File: src/design/red_pkg.sv
// Shared types, constants and the half-step transition table of the rotary encoder decoder.
package red_pkg;

   localparam int unsigned TIME_BITS_DEFAULT = 32;
   localparam int unsigned NOW_MS_WIDTH      = 32;
   localparam int unsigned CFG_WIDTH         = 16;
   localparam int unsigned CSR_INDEX_WIDTH   = 3;

   // Register reset values in milliseconds
   localparam logic [CFG_WIDTH-1:0] MOVE_DEBOUNCE_RESET       = 16'd2;
   localparam logic [CFG_WIDTH-1:0] CLICK_QUIET_RESET         = 16'd70;
   localparam logic [CFG_WIDTH-1:0] CLICK_EXPIRE_RESET        = 16'd800;
   localparam logic [CFG_WIDTH-1:0] CLICK_EDGE_DEBOUNCE_RESET = 16'd80;
   localparam logic [CFG_WIDTH-1:0] CLICK_MIN_INTERVAL_RESET  = 16'd280;

   typedef enum logic [CSR_INDEX_WIDTH-1:0] {
      CSR_MOVE_DEBOUNCE       = 3'd0,
      CSR_CLICK_QUIET         = 3'd1,
      CSR_CLICK_EXPIRE        = 3'd2,
      CSR_CLICK_EDGE_DEBOUNCE = 3'd3,
      CSR_CLICK_MIN_INTERVAL  = 3'd4
   } csr_index_type;

   typedef enum logic [1:0] {
      ACTION_NONE  = 2'd0,
      ACTION_UP    = 2'd1,
      ACTION_DOWN  = 2'd2,
      ACTION_CLICK = 2'd3
   } action_type;

   typedef struct packed {
      logic [CFG_WIDTH-1:0] move_debounce_ms;
      logic [CFG_WIDTH-1:0] click_quiet_ms;
      logic [CFG_WIDTH-1:0] click_expire_ms;
      logic [CFG_WIDTH-1:0] click_edge_debounce_ms;
      logic [CFG_WIDTH-1:0] click_min_interval_ms;
   } cfg_type;

   typedef struct packed {
      logic                    pin_a;
      logic                    pin_b;
      logic                    click_edge;
      logic [NOW_MS_WIDTH-1:0] now_ms;
   } poll_type;

   typedef struct packed {
      action_type              action;
      logic [NOW_MS_WIDTH-1:0] scroll_time;
   } result_type;

   // Table entry: direction in [5:4], next state in [2:0]
   typedef logic [5:0] hs_entry_type;

   localparam logic [1:0] HS_DIR_CW  = 2'b01;
   localparam logic [1:0] HS_DIR_CCW = 2'b10;
   localparam logic [2:0] HS_STATE_START = 3'd0;
   localparam logic [2:0] HS_STATE_LAST  = 3'd5;

   localparam hs_entry_type HS_TABLE [6][4] = '{
      '{6'h03, 6'h02, 6'h01, 6'h00},
      '{6'h23, 6'h00, 6'h01, 6'h00},
      '{6'h13, 6'h02, 6'h00, 6'h00},
      '{6'h03, 6'h05, 6'h04, 6'h00},
      '{6'h03, 6'h03, 6'h04, 6'h10},
      '{6'h03, 6'h05, 6'h03, 6'h20}
   };

   // Out-of-range states read as the start state
   function automatic hs_entry_type hs_lookup(input logic [2:0] state,
                                              input logic pin_a, input logic pin_b);
      logic [2:0] row;
      row = (state > HS_STATE_LAST) ? HS_STATE_START : state;
      return HS_TABLE[row][{pin_b, pin_a}];
   endfunction

endpackage

File: src/design/red_ifs.sv
// Handshake channel interfaces for poll words, result words and register writes.
interface red_req_if import red_pkg::*; ();
   logic                    valid;
   logic                    ready;
   logic                    pin_a;
   logic                    pin_b;
   logic                    click_edge;
   logic [NOW_MS_WIDTH-1:0] now_ms;

   modport source (output valid, pin_a, pin_b, click_edge, now_ms, input ready);
   modport sink   (input valid, pin_a, pin_b, click_edge, now_ms, output ready);
endinterface

interface red_rsp_if import red_pkg::*; ();
   logic                    valid;
   logic                    ready;
   logic [1:0]              action;
   logic [NOW_MS_WIDTH-1:0] scroll_time;

   modport source (output valid, action, scroll_time, input ready);
   modport sink   (input valid, action, scroll_time, output ready);
endinterface

interface red_csr_if import red_pkg::*; ();
   logic                       valid;
   logic                       ready;
   logic [CSR_INDEX_WIDTH-1:0] index;
   logic [CFG_WIDTH-1:0]       data;

   modport source (output valid, index, data, input ready);
   modport sink   (input valid, index, data, output ready);
endinterface

File: src/design/red_csr_regs.sv
// Configuration register file of the rotary encoder decoder.
module red_csr_regs import red_pkg::*; (
   input  logic         clock,
   input  logic         reset,
   red_csr_if.sink      csr_ch,
   output cfg_type      cfg
);

   cfg_type cfg_ff;
   cfg_type cfg_in;

   assign csr_ch.ready = 1'b1;

   always_comb begin
      cfg_in = cfg_ff;
      if (csr_ch.valid) begin
         unique case (csr_index_type'(csr_ch.index))
            CSR_MOVE_DEBOUNCE:       cfg_in.move_debounce_ms       = csr_ch.data;
            CSR_CLICK_QUIET:         cfg_in.click_quiet_ms         = csr_ch.data;
            CSR_CLICK_EXPIRE:        cfg_in.click_expire_ms        = csr_ch.data;
            CSR_CLICK_EDGE_DEBOUNCE: cfg_in.click_edge_debounce_ms = csr_ch.data;
            CSR_CLICK_MIN_INTERVAL:  cfg_in.click_min_interval_ms  = csr_ch.data;
            default:                 cfg_in = cfg_ff;
         endcase
      end
   end

   always_ff @(posedge clock) begin
      if (reset) begin
         cfg_ff.move_debounce_ms       <= MOVE_DEBOUNCE_RESET;
         cfg_ff.click_quiet_ms         <= CLICK_QUIET_RESET;
         cfg_ff.click_expire_ms        <= CLICK_EXPIRE_RESET;
         cfg_ff.click_edge_debounce_ms <= CLICK_EDGE_DEBOUNCE_RESET;
         cfg_ff.click_min_interval_ms  <= CLICK_MIN_INTERVAL_RESET;
      end else begin
         cfg_ff <= cfg_in;
      end
   end

   assign cfg = cfg_ff;

endmodule

File: src/design/red_engine.sv
// Decoder state and the per-word step logic: table walk, scroll debounce, click arbitration.
module red_engine import red_pkg::*; #(
   parameter int unsigned TIME_BITS = TIME_BITS_DEFAULT
) (
   input  logic       clock,
   input  logic       reset,
   input  logic       step_en,
   input  cfg_type    cfg,
   input  poll_type   poll,
   output result_type result
);

   typedef logic [TIME_BITS-1:0] time_type;

   logic [2:0] quad_ff, quad_in;
   logic       primed_ff;
   logic       pend_ff, pend_in;
   time_type   pend_time_ff, pend_time_in;
   time_type   seen_ff, seen_in;
   time_type   emit_ff, emit_in;
   time_type   move_ff, move_in;
   time_type   scroll_ff, scroll_in;

   time_type     now_t;
   logic [2:0]   quad_base;
   logic         pend_base;
   time_type     pend_time_base, seen_base, emit_base, move_base;
   logic         edge_ok;
   logic         pend_mid;
   hs_entry_type prime_entry, step_entry;
   logic [1:0]   dir;
   logic         move_ok;
   action_type   action;

   function automatic time_type elapsed(input time_type later, input time_type earlier);
      return later - earlier;
   endfunction

   assign now_t = time_type'(poll.now_ms);

   // First word: prime the table from the start state and stamp the move time
   assign prime_entry    = hs_lookup(HS_STATE_START, poll.pin_a, poll.pin_b);
   assign quad_base      = primed_ff ? quad_ff : prime_entry[2:0];
   assign pend_base      = primed_ff & pend_ff;
   assign pend_time_base = primed_ff ? pend_time_ff : '0;
   assign seen_base      = primed_ff ? seen_ff : '0;
   assign emit_base      = primed_ff ? emit_ff : '0;
   assign move_base      = primed_ff ? move_ff : now_t;

   assign edge_ok = poll.click_edge &
                    (elapsed(now_t, seen_base) >= time_type'(cfg.click_edge_debounce_ms));
   assign pend_mid     = pend_base | edge_ok;
   assign pend_time_in = edge_ok ? now_t : pend_time_base;
   assign seen_in      = edge_ok ? now_t : seen_base;

   assign step_entry = hs_lookup(quad_base, poll.pin_a, poll.pin_b);
   assign dir        = step_entry[5:4];
   assign quad_in    = step_entry[2:0];
   assign move_ok    = ((dir == HS_DIR_CW) || (dir == HS_DIR_CCW)) &
                       (elapsed(now_t, move_base) >= time_type'(cfg.move_debounce_ms));

   // Scroll wins over a pending click; a click left waiting may expire
   always_comb begin
      action    = ACTION_NONE;
      pend_in   = pend_mid;
      emit_in   = emit_base;
      move_in   = move_base;
      scroll_in = scroll_ff;
      if (move_ok) begin
         move_in   = now_t;
         scroll_in = now_t;
         action    = (dir == HS_DIR_CW) ? ACTION_UP : ACTION_DOWN;
      end else if (pend_mid &&
                   (elapsed(now_t, scroll_ff) >= time_type'(cfg.click_quiet_ms))) begin
         pend_in = 1'b0;
         if (elapsed(now_t, emit_base) >= time_type'(cfg.click_min_interval_ms)) begin
            emit_in = now_t;
            action  = ACTION_CLICK;
         end
      end else if (pend_mid &&
                   (elapsed(now_t, pend_time_in) > time_type'(cfg.click_expire_ms))) begin
         pend_in = 1'b0;
      end
   end

   always_ff @(posedge clock) begin
      if (reset) begin
         quad_ff      <= HS_STATE_START;
         primed_ff    <= 1'b0;
         pend_ff      <= 1'b0;
         pend_time_ff <= '0;
         seen_ff      <= '0;
         emit_ff      <= '0;
         move_ff      <= '0;
         scroll_ff    <= '0;
      end else if (step_en) begin
         quad_ff      <= quad_in;
         primed_ff    <= 1'b1;
         pend_ff      <= pend_in;
         pend_time_ff <= pend_time_in;
         seen_ff      <= seen_in;
         emit_ff      <= emit_in;
         move_ff      <= move_in;
         scroll_ff    <= scroll_in;
      end
   end

   assign result.action      = action;
   assign result.scroll_time = NOW_MS_WIDTH'(scroll_in);

endmodule

File: src/design/rotary_encoder_half_step_decoder_core.sv
// Throughput: one word per cycle while rsp_ready is high.
// The step logic is a single table-walk and compare pass.
// An input register and a result register sit between the channels; while a result word
// waits, one more poll word is still captured, after which req_ready drops.
// Reset: synchronous, active high; clears decoder state and loads register defaults.
// Registers are written at any time with csr_ready held high; write them only when idle.
module rotary_encoder_half_step_decoder_core import red_pkg::*; #(
   parameter int unsigned TIME_BITS = TIME_BITS_DEFAULT
) (
   input  logic     clock,
   input  logic     reset,
   red_req_if.sink  req_ch,
   red_rsp_if.source rsp_ch,
   red_csr_if.sink  csr_ch
);

   cfg_type    cfg;
   result_type step_result;

   // Input stage
   logic       in_valid_ff;
   poll_type   in_word_ff;
   logic       in_advance;

   // Result stage
   logic       out_valid_ff;
   result_type out_word_ff;
   logic       out_free;

   red_csr_regs u_csr (
      .clock  (clock),
      .reset  (reset),
      .csr_ch (csr_ch),
      .cfg    (cfg)
   );

   // Advance the input word into the result register whenever that register is free;
   // decoder state updates on the same edge.
   assign out_free   = !out_valid_ff || rsp_ch.ready;
   assign in_advance = in_valid_ff && out_free;

   red_engine #(
      .TIME_BITS (TIME_BITS)
   ) u_engine (
      .clock   (clock),
      .reset   (reset),
      .step_en (in_advance),
      .cfg     (cfg),
      .poll    (in_word_ff),
      .result  (step_result)
   );

   // Accept a new poll word when the input register is empty or draining this cycle
   assign req_ch.ready = !in_valid_ff || in_advance;

   always_ff @(posedge clock) begin
      if (reset) begin
         in_valid_ff <= 1'b0;
      end else if (req_ch.ready) begin
         in_valid_ff <= req_ch.valid;
      end
   end

   always_ff @(posedge clock) begin
      if (req_ch.valid && req_ch.ready) begin
         in_word_ff.pin_a      <= req_ch.pin_a;
         in_word_ff.pin_b      <= req_ch.pin_b;
         in_word_ff.click_edge <= req_ch.click_edge;
         in_word_ff.now_ms     <= req_ch.now_ms;
      end
   end

   // Hold the result word until the sink takes it
   always_ff @(posedge clock) begin
      if (reset) begin
         out_valid_ff <= 1'b0;
      end else if (out_free) begin
         out_valid_ff <= in_valid_ff;
      end
   end

   always_ff @(posedge clock) begin
      if (in_advance) begin
         out_word_ff <= step_result;
      end
   end

   assign rsp_ch.valid       = out_valid_ff;
   assign rsp_ch.action      = out_word_ff.action;
   assign rsp_ch.scroll_time = out_word_ff.scroll_time;

endmodule
File: src/flat_wrapper.sv
// flat-port wrapper written by rule: the top's interface ports become plain ports
module rotary_encoder_half_step_decoder_core_flat import red_pkg::*;
#(
   parameter int unsigned TIME_BITS = TIME_BITS_DEFAULT
)
  (clock, reset, req_ch_valid, req_ch_pin_a, req_ch_pin_b, req_ch_click_edge, req_ch_now_ms, req_ch_ready, rsp_ch_valid, rsp_ch_action, rsp_ch_scroll_time, rsp_ch_ready, csr_ch_valid, csr_ch_index, csr_ch_data, csr_ch_ready);
  red_req_if req_ch_i ();
  red_rsp_if rsp_ch_i ();
  red_csr_if csr_ch_i ();
  input  logic clock;
  input  logic reset;
  input wire logic [$bits(req_ch_i.valid)-1:0] req_ch_valid;
  input wire logic [$bits(req_ch_i.pin_a)-1:0] req_ch_pin_a;
  input wire logic [$bits(req_ch_i.pin_b)-1:0] req_ch_pin_b;
  input wire logic [$bits(req_ch_i.click_edge)-1:0] req_ch_click_edge;
  input wire logic [$bits(req_ch_i.now_ms)-1:0] req_ch_now_ms;
  output wire logic [$bits(req_ch_i.ready)-1:0] req_ch_ready;
  output wire logic [$bits(rsp_ch_i.valid)-1:0] rsp_ch_valid;
  output wire logic [$bits(rsp_ch_i.action)-1:0] rsp_ch_action;
  output wire logic [$bits(rsp_ch_i.scroll_time)-1:0] rsp_ch_scroll_time;
  input wire logic [$bits(rsp_ch_i.ready)-1:0] rsp_ch_ready;
  input wire logic [$bits(csr_ch_i.valid)-1:0] csr_ch_valid;
  input wire logic [$bits(csr_ch_i.index)-1:0] csr_ch_index;
  input wire logic [$bits(csr_ch_i.data)-1:0] csr_ch_data;
  output wire logic [$bits(csr_ch_i.ready)-1:0] csr_ch_ready;
  assign req_ch_i.valid = req_ch_valid;
  assign req_ch_i.pin_a = req_ch_pin_a;
  assign req_ch_i.pin_b = req_ch_pin_b;
  assign req_ch_i.click_edge = req_ch_click_edge;
  assign req_ch_i.now_ms = req_ch_now_ms;
  assign req_ch_ready = req_ch_i.ready;
  assign rsp_ch_valid = rsp_ch_i.valid;
  assign rsp_ch_action = rsp_ch_i.action;
  assign rsp_ch_scroll_time = rsp_ch_i.scroll_time;
  assign rsp_ch_i.ready = rsp_ch_ready;
  assign csr_ch_i.valid = csr_ch_valid;
  assign csr_ch_i.index = csr_ch_index;
  assign csr_ch_i.data = csr_ch_data;
  assign csr_ch_ready = csr_ch_i.ready;
  rotary_encoder_half_step_decoder_core #(.TIME_BITS(TIME_BITS)) u_core (.clock(clock), .reset(reset), .req_ch(req_ch_i), .rsp_ch(rsp_ch_i), .csr_ch(csr_ch_i));
endmodule
File: config.mk
export PLATFORM = sky130hd
export DESIGN_NAME = rotary_encoder_half_step_decoder_core_flat
export DESIGN_NICKNAME = d
export VERILOG_FILES = /design/src/design/red_pkg.sv /design/src/design/red_ifs.sv /design/src/design/red_csr_regs.sv /design/src/design/red_engine.sv /design/src/design/rotary_encoder_half_step_decoder_core.sv /design/src/flat_wrapper.sv
export SDC_FILE = /design/constraint.sdc
export NUM_CORES = 1
export LEC_CHECK = 0
export BUFFER_PORTS_ARGS = -buffer_cell sky130_fd_sc_hd__buf_4
export CORE_MARGIN = 2
export CORE_UTILIZATION = 35
export CTS_CLUSTER_SIZE = 24
export DETAILED_ROUTE_END_ITERATION = 6
export PLACE_DENSITY = 0.48
export SLEW_MARGIN = 20
export SYNTH_ARGS = -nofsm -noshare
export SYNTH_HDL_FRONTEND = slang
export SYNTH_SLANG_ARGS = --single-unit
File: constraint.sdc
create_clock -name clock -period 23.5 [get_ports clock]
set_clock_uncertainty 0.1 [all_clocks]
set_input_delay 2.35 -clock clock [delete_from_list [all_inputs] [get_ports clock]]
set_output_delay 2.35 -clock clock [all_outputs]
set_load 0.1 [all_outputs]
* After elaboration in Yosys (flattened, before gate mapping) *
Memories as Yosys holds them, arrays and structs flattened.
Cells that the tools add are included.

cells by class
  add/subtract/negate cells = 5
  order comparisons = 8
  equal/unequal tests = 6
  mux-type cells = 28
  bitwise gates (word level) = 6
  reductions and logical operators = 15

operators with widths
  kind                count
  $mux 32             11
  $sub 32x32->32      5
  $ge 32x16->1        4
  $mux 24             2
  $gt 32x16->1        1
  $bmux 6 s2          2
  $mux 3              4
  $mux 6              2
  $reduce_and 2->1    5
  $mux 2              4
  $eq 3x2->1 const B  2
  $ge 4x4->1 const B  1
  $logic_and 1x1->1   4
  $not 3->4           1
  $and 1x1->1         3
  $eq 3x1->1 const B  1
  $eq 3x3->1 const B  1
  $ge 3x3->1 const B  1
  $gt 3x3->1 const B  1
  $logic_not 3->1     1
  $logic_or 1x1->1    3
  $mux 1              3
  $not 2->3           1
  $eq 2x1->1 const B  1
  other kinds (3)     4

storage, ports and cells
  register bits after elaboration = 316
  memory bits (read-only) = 192
  input bits = 59
  output and inout bits = 37
  word-level logic and storage cells = 90
  memories = 1

memories
  memory           depth  width  read ports  clocked after memory_dff  wr ports  line           text
  (no name shown)  8      24     1           0                         0         red_pkg.sv:73  return HS_TABLE[row][{pin_b, pin_a}];

* Longest topological paths before layout *
Gate-level depths: netlist of run 1.

  word-level depth = 18
  mapped depth = 54
  depth with buffers taken out = 47

* Hierarchy *
From an unflattened synthesis of run 1, not the netlist that was laid out.

unflattened totals
  cell total of the unflattened synthesis = 2740
  area total of the unflattened synthesis = 23109.7 um^2

modules (own cells, without submodules)
  module                                 times used  cells each  area an instance (um^2)  seq. area each (um^2)
  red_engine                             1           2367        17724.5                  3303.2
  red_csr_regs                           1           294         3209.3                   1601.5
  rotary_encoder_half_step_decoder_core  1           79          2175.8                   2112.0

* Least setup slack after synthesis of run 1 *
OpenSTA, ideal clock, no wires.

  path type = register -> register
  from = reg u_core.u_engine.primed_ff
  to = reg u_core.u_engine.pend_ff
  setup time = 0.059 ns
  data arrival time = 10.053 ns
  required time = 23.341 ns
  path slack = 13.288 ns
  cell stages (with the launch flop) = 51
  buffers on the path = 7
  period minus slack after synthesis = 10.212 ns
  cells stage by stage = dfxtp_1 > clkbuf_1 > clkbuf_1 > clkbuf_1 > clkbuf_1 > clkbuf_1 > nand2_1 > ha_1 > a21oi_1 > o21ai_1 > a211oi_1 > a21oi_1 > xor2_1 > ha_1 > a21o_1 > a211oi_1 > o211ai_1 > a31oi_1 > [... 15 more ...] > o22a_1 > nor4b_1 > o21bai_1 > nor2b_1 > xnor2_1 > ha_1 > nand3_1 > nor2_1 > nand2_1 > nor3_1 > nand2_1 > o211ai_1 > nand4_1 > a311oi_1 > nand4_1 > or4_1 > nor4_1 > a31o_1

between the ends
  elaborated cells between the ends (all ways) = 32
  those cells by class = 3 x add/sub; 4 x order compare; 2 x eq/ne; 14 x mux; 5 x bitwise; 3 x reduce/logical; 1 x memory

RTL lines
  item                                 line              text
  from (decl)                          red_engine.sv:16  logic primed_ff;
  from (signal assigned)               red_engine.sv:89  primed_ff <= 1'b0;
  from (signal assigned)               red_engine.sv:98  primed_ff <= 1'b1;
  $mux 32                              red_engine.sv:46  assign seen_base = primed_ff ? seen_ff : '0;
  $sub 32x32->32                       red_engine.sv:36  return later - earlier;
  $ge 32x16->1                         red_engine.sv:51  (elapsed(now_t, seen_base) >= time_type'(cfg.click_edge_debounce_ms));
  $and 1x1->1                          red_engine.sv:50  assign edge_ok = poll.click_edge &
  $mux 32 (*)                          red_engine.sv:53  assign pend_time_in = edge_ok ? now_t : pend_time_base;
  net u_core.u_engine.pend_time_in[1]  red_engine.sv:18  time_type pend_time_ff, pend_time_in;
  $sub 32x32->32 (*)                   red_engine.sv:36
  $gt 32x16->1 (*)                     red_engine.sv:81  (elapsed(now_t, pend_time_in) > time_type'(cfg.click_expire_ms))) begin
  $logic_and 1x1->1 (*)                red_engine.sv:80  end else if (pend_mid &&
  $mux 1 (*)                           red_engine.sv:80
  $mux 1 (*)                           red_engine.sv:73  end else if (pend_mid &&
  $mux 1 (*)                           red_engine.sv:69  if (move_ok) begin
  to (signal assigned)                 red_engine.sv:99  pend_ff <= pend_in;
  to (decl)                            red_engine.sv:17  logic pend_ff, pend_in;

The timed path passes the listed nets; every way through them passes the cells marked *. The select of a mux whose other input is x is not followed.
A chain may end at the register's enable or synchronous reset.

* Final worst setup path of run 1 *
Same ends and word-level chain as after synthesis.

==> flow_metrics.tcl, run 1 <==
set metrics [dict create \
    comb_power_share 0.278 \
    via_count 21400 \
    hold_viol 0 \
    htree_levels 2 \
    ys_seq_elements 316 \
    rsz0062_at_grt "no" \
    die_w_um 262 \
    syn-cell-area_um2 23300 \
    antennaDiodeCount 0 \
    slew_headroom 0.301 \
    synth_flop_cell "dfxtp_1" \
    post-route-util 0.399 \
    sequentialPowerShare 0.347 \
    io_pins 96 \
    fin_ws_ps 12830 \
    synth_edf_count 69 \
    grt_max_degree 87 \
    p_per_area_nw_per_um2 65.1 \
    synth_nets 3249 \
    synthCells 2950 \
    crit_slowest_cell "a31o_2" \
    min_path_type "reg -> reg" \
    p_leak_nw 10.3 \
    tns_ps 0 \
    worstMarginPinSlew_ps 1040 \
    row_count 94 \
    crit_arrival_ps 11080 \
    grtUsageMet2 0.377 \
    wl_um 76600 \
    start_kind "register" \
    clk-insertion-delay-late_ps 570 \
    end_kind "register" \
    postCtsResizedCells 0 \
    drc_errors 0 \
    ant_nets 0 \
    sw_frac_of_total 0.334 \
    clock_sinks 316 \
    finalCritPeriodShare 0.454 \
    nets 3282 \
    grt_overflow 0 \
    synth_warnings 0 \
    mostFrequentLayoutCell "nand2_1" \
    ys_seq_area_frac 0.301 \
    antenna_found_initial 0 \
    cts_root_buffer "clkbuf_16" \
    gp_congestion 0.907 \
    cts_made_buffers 41 \
    finalMaxSlewViolations 0 \
    fp.dieH_um 262 \
    initial_utilization 0.354 \
    timing.fmax_mhz 93.7 \
    routedWlPerCell_um 19.7 \
    cap_violations 0 \
    cts_tree "yes" \
    coreArea_um2 65900 \
    final_layout_size_suffix_gt1_frac 0.0856 \
    cts_hold_buffers 0 \
    grt_use_met3 0.0311 \
    cp.required_ps 23910 \
    synth_area_per_cell_um2 7.89 \
    hold-worst-slack_ps 353 \
    slowest_delay_ps 780 \
    critPathMaxFanout 51 \
    clk_pin_slew_ps 60 \
    drt_pass1_iterations 5 \
    dp_hpwl_um 55400 \
    first_global_vias 21000 \
    min_period_ps 10670 \
    floorplan.die_area_um2 68600 \
    setup_viol 0 \
    ir_drop_uv 48.8 \
    layout_common_cells "nand2_1 (485), a21oi_1 (285), dfxtp_1 (246), ha_1 (235), nor2_1 (205)" \
    p_clk_frac 0.375 \
    routed_via_density 5.53 \
    path_class "reg -> reg" \
    use_met1 0.295 \
    grt_usage 0.221 \
    internal-power_mw 1.14 \
    dr.first_iter.drc_count 1489 \
    grt_pass1_wl_um 119000 \
    port_buffers 94 \
    top_usage_layer "met2" \
    yosysUniqueCellTypes 93 \
    areaGrowthSynthToFinish_pct 12.8 \
    clockBufferDepth 3 \
    post_cts_buffers 0 \
    status "complete, no violations" \
    power_switching_mw 0.571 \
    post-place-ws_ps 12840 \
    synth-async-reset-ratio 0 \
]
==> cell type report <==
class                      count  area, um^2
clock buffer                  61        1220
sequential                   316        7020
timing repair buffer         143        1080
inverter                     172         647
multi-input combinational   2309       15100
clock inverter                14         131
tap                          864        1080
fill                        6771       39600
==> worst max-delay path, delay by kind of cell (launching register included) <==
kind | cells | cell delay [ps]
XOR/XNOR | 2 | 370
adder cells (fa/ha/maj) | 6 | 1900
AO/OA/AOI/OAI | 18 | 4310
flip-flops | 1 | 770
AND/OR/NAND/NOR | 16 | 3080
==> registers in the layout, indices dropped and copies added (netlist names), 2 cells and up <==
name,flops
u_core.u_csr.cfg,80
u_core.u_engine.quad_ff,3
u_core.u_engine.scroll_ff,32
u_core.u_engine.seen_ff,32
u_core.u_engine.move_ff,32
u_core.in_word_ff,35
u_core.rsp_ch.action,2
u_core.u_engine.emit_ff,32
u_core.rsp_ch.scroll_time,32
u_core.u_engine.pend_time_ff,32
==> cell usage after synthesis (all sizes together) (33+ instances only) <==
master | n | area, um^2
a211oi | 79 | 611
a21o | 67 | 503
a21oi | 288 | 1450
a22oi | 34 | 255
a31oi | 49 | 307
and3 | 48 | 300
clkbuf | 136 | 512
dfxtp | 247 | 4940
edfxtp | 69 | 2070
ha | 235 | 2940
inv | 171 | 642
mux2i | 81 | 823
nand2 | 487 | 1830
nand2b | 63 | 394
nand3 | 39 | 208
nand4 | 33 | 206
nor2 | 206 | 773
nor3 | 40 | 200
o21ai | 135 | 679
xnor2 | 64 | 561
==> final timing paths <==
kind,startpoint,slack (ps),endpoint,cells past startpoint
min reg2reg,u_core.u_csr.cfg[61],350,u_core.u_csr.cfg[61],2
max,u_core.u_engine.primed_ff,12830,u_core.u_engine.pend_ff,42
min,u_core.u_csr.cfg[61],350,u_core.u_csr.cfg[61],2
max reg2reg,u_core.u_engine.primed_ff,12830,u_core.u_engine.pend_ff,42
==> kinds of logic after synthesis <==
logic type	share of synthesized area
DFF	0.301
muxes	0.0392
AOI/OAI and AO/OA	0.235
xor gates and xnor gates	0.0361
adders and majority gates	0.132
and+or+nand+nor	0.203
buffers and inverters	0.0531
other	0.000161
==> power groups by stage <==
stage / clock network, mW / logic (mW) / registers (mW)
final: 0.640 / 0.476 / 0.593
after global routing: 0.679 / 0.529 / 0.596
after CTS: 0.660 / 0.476 / 0.593
after detailed placement: 0 / 0.473 / 0.605
after global placement: 0 / 0.469 / 0.604
after floorplan: 0 / 0.315 / 0.628
==> per-stage QoR <==
stage,power (mW),cell area (um^2),cells
2_1_floorplan,0.943,23300,2950
3_3_place_gp,1.07,24900,3804
3_5_place_dp,1.08,24900,3804
4_1_cts,1.73,26300,3879
5_1_grt,1.80,26300,3879
6_report,1.71,26300,3879
==> per-layer routing <==
layer | up-vias | routed length, um | part of all wire
met1 | 10200 | 35500 | 0.46
li1 | 10600 | - | -
met5 | - | 0 | 0
met3 | 105 | 3420 | 0.045
met2 | 478 | 35900 | 0.47
met4 | 0 | 1740 | 0.023
(Power assumes the default switching activity.)
==> inputs of run 2 (changes only) <==
--- a/config.mk
+++ b/config.mk
@@ -5,6 +5,7 @@
 export SDC_FILE = /design/constraint.sdc
 export NUM_CORES = 1
 export LEC_CHECK = 0
+export ABC_AREA = 1
 export BUFFER_PORTS_ARGS = -buffer_cell sky130_fd_sc_hd__buf_4
 export CORE_MARGIN = 2
 export CORE_UTILIZATION = 35
==> constraint.sdc (replaced) <==
create_clock -name clock -period 10.85 [get_ports clock]
set_clock_uncertainty 0.1 [all_clocks]
set_input_delay 1.085 -clock clock [delete_from_list [all_inputs] [get_ports clock]]
set_output_delay 1.085 -clock clock [all_outputs]
set_load 0.1 [all_outputs]
==> run 2 against run 1 <==
- non-clock buffer count is 6 lower
- power increased by 130%
- highest routed layer unchanged
- flip-flop and latch count stayed put
- synthesized area rose by 4.6%
- count of clock-buffer cells in the layout did not move
- synthesized cell count is 22% higher
- sequential power is 120% higher
- largest power group unchanged
- via count rose by 8.8%
- first-iteration DRC count shrank 11%
- hold slack improved by 10 ps
- register-to-register slack lost 10000 ps
==> flow_metrics.tcl, run 2 <==
set metrics [dict create \
    p_per_area_nw_per_um2 142 \
    io_pins 96 \
    synth_area_per_cell_um2 6.75 \
    path_class "reg -> reg" \
    routedWlPerCell_um 17.3 \
    port_buffers 94 \
    synth_top_area_frac 0.203 \
    clk_pin_slew_ps 60 \
    crit_arrival_ps 8890 \
    synthSimpleGateAreaFrac 0.236 \
    slew_headroom 0.360 \
    via_count 23300 \
    htree_levels 2 \
    initial_utilization 0.354 \
    finalMaxSlewViolations 0 \
    synthCells 3607 \
    tns_ps 0 \
    synthTopCellsByArea "dfxtp_1 (20%), nand2_1 (13%), ha_1 (12%)" \
    antennaDiodeCount 0 \
    layout_common_cells "nand2_1 (820), inv_1 (536), a21oi_1 (361), o21ai_0 (269), dfxtp_1 (246)" \
    min_path_type "reg -> reg" \
    clockBufferDepth 3 \
    start_kind "register" \
    yosys.area.top_type "dfxtp_1" \
    cts_made_buffers 42 \
    coreArea_um2 68700 \
    routed_via_density 5.04 \
    final_layout_size_suffix_gt1_frac 0.0819 \
    top_layer "met4" \
    synth_nets 3906 \
    hold_viol 0 \
    cp.required_ps 11270 \
    synth_flop_cell "dfxtp_1" \
    cap_violations 0 \
    wl_um 80200 \
    min_period_ps 8460 \
    grt_max_degree 100 \
    synth_edf_count 69 \
    netlist_top_cells_count "nand2_1 (821), inv_1 (541), a21oi_1 (361), o21ai_0 (269), dfxtp_1 (247)" \
    largest_register_ffs 80 \
    cts_tree "yes" \
    ys_seq_elements 316 \
    timing.fmax_mhz 118 \
    cts_root_buffer "clkbuf_16" \
    rsz0062_at_grt "no" \
    grt_usage 0.225 \
    wl_met2_um 36600 \
    antenna_found_initial 0 \
    slowest_delay_ps 670 \
    ant_nets 0 \
    yosysUniqueCellTypes 59 \
    worstMarginPinSlew_ps 957 \
    wl_met3_um 3100 \
    drt_pass1_iterations 5 \
    dp_hpwl_um 61300 \
    p_leak_nw 12.7 \
    synth-async-reset-ratio 0 \
    end_kind "register" \
    setup_viol 0 \
    synth_warnings 0 \
    hold-worst-slack_ps 363 \
    ir_drop_uv 115 \
    r2r_start "u_core.u_engine.primed_ff" \
    postCtsResizedCells 0 \
    grt_overflow 0 \
    hold_path.startpoint "u_core.u_engine.emit_ff[10]" \
    yosysMostFrequentCell "nand2_1" \
    cp-startpoint "u_core.u_engine.primed_ff" \
    placed_area_um2 26100 \
    m1WireLength_um 38400 \
    gp_congestion 0.945 \
    synth_mux_area_frac 0 \
    nets 3965 \
    dr.first_iter.drc_count 1332 \
    critPathMaxFanout 58 \
    first_global_vias 22600 \
    synthAdderAreaFrac 0.125 \
    syn-cell-area_um2 24400 \
    clk-insertion-delay-late_ps 600 \
    post_cts_buffers 0 \
    clock_sinks 316 \
    fillers 7542 \
    die_w_um 268 \
    postLayoutCellArea_um2 27400 \
    drc_errors 0 \
    crit_slowest_cell "dfxtp_4" \
    fp.dieH_um 268 \
    synth_top_family_by_area "simple AND/OR/NAND/NOR gates" \
    status "complete, no violations" \
    synth_xor_area_frac 0.0421 \
    crit_path_frequent_cell "nand2_1" \
    areaGrowthSynthToFinish_pct 12.5 \
    mostFrequentLayoutCell "nand2_1" \
    cts_hold_buffers 0 \
    ys_seq_area_frac 0.288 \
    floorplan.die_area_um2 71700 \
    grt_pass1_wl_um 127000 \
    synth_compound_area_frac 0.202 \
    finalCritPeriodShare 0.780 \
    row_count 96 \
]
[run 2: changes by cell type after synthesis, sizes merged, moves of 63 or more]
cell    previous run  this run
a21oi            288       366
inv              171       552
nand2b            63         0
a21o              67         4
nand2            487       850
nand3             39       174
o21ai            135       365
mux2i             81         0
a211oi            79         2
[run 2: per-stage QoR]
stage | total power, mW | instances | utilization | setup WS [ps]
floorplan | 2.21 | 3607 | - | 2840
global route | 4.15 | 4631 | 0.399 | 1370
detailed placement | 2.54 | 4553 | 0.379 | 2450
CTS | 3.94 | 4631 | 0.399 | 2410
global placement | 2.54 | 4553 | 0.379 | 2550
finish | 3.90 | 4631 | 0.399 | 2390
[run 2: final timing paths]
| kind | to | slack [ps] | cells after the start |
|---|---|---|---|
| worst min-delay path | u_core.u_engine.emit_ff[10] | 360 | 2 |
| worst max register to register | u_core.u_engine.pend_ff | 2390 | 54 |
| worst min register to register | u_core.u_engine.emit_ff[10] | 360 | 2 |
| worst max-delay path | u_core.u_engine.pend_ff | 2390 | 54 |
[run 2: critical path, delay by kind of cell, from the launching register on]
kind	cells	cell delay (ps)
and+or+nand+nor	36	3510
AOI/OAI and AO/OA	7	1740
adders and majority gates	4	1320
buffers and inverters	5	670
DFF	1	670
xor gates and xnor gates	2	330
[run 2: per-layer routing]
layer  vias up  track usage
li1      12100            -
met1     10600        0.307
met2       478        0.376
met3       121       0.0229
met4         0       0.0625
met5         -            0
[run 2: kinds of logic after synthesis]
| kind of cell | Yosys count |
|---|---|
| simple gates | 1374 |
| compound gates | 884 |
| buf+inv | 675 |
| flops | 316 |
| fa+ha+maj | 240 |
| xor+xnor | 117 |
| other cells | 1 |
[run 2: area by class of cell]
type / instances / area [um^2] / share of cell area
Inverter: 553 / 2090 / 0.0762
Clock buffer: 61 / 1170 / 0.0428
Timing Repair Buffer: 137 / 1030 / 0.0375
Multi-Input combinational cell: 2616 / 14800 / 0.538
Clock inverter: 17 / 179 / 0.00653
Sequential cell: 316 / 7020 / 0.256
Tap cell: 931 / 1160 / 0.0425
[run 2: report_power, final]
| part | switching [mW] | leakage (nW) | total, mW | internal [mW] |
|---|---|---|---|---|
| logic | 0.799 | 9.32 | 1.21 | 0.408 |
| registers | 0.0333 | 2.69 | 1.31 | 1.28 |
| clock network | 0.578 | 0.655 | 1.38 | 0.802 |
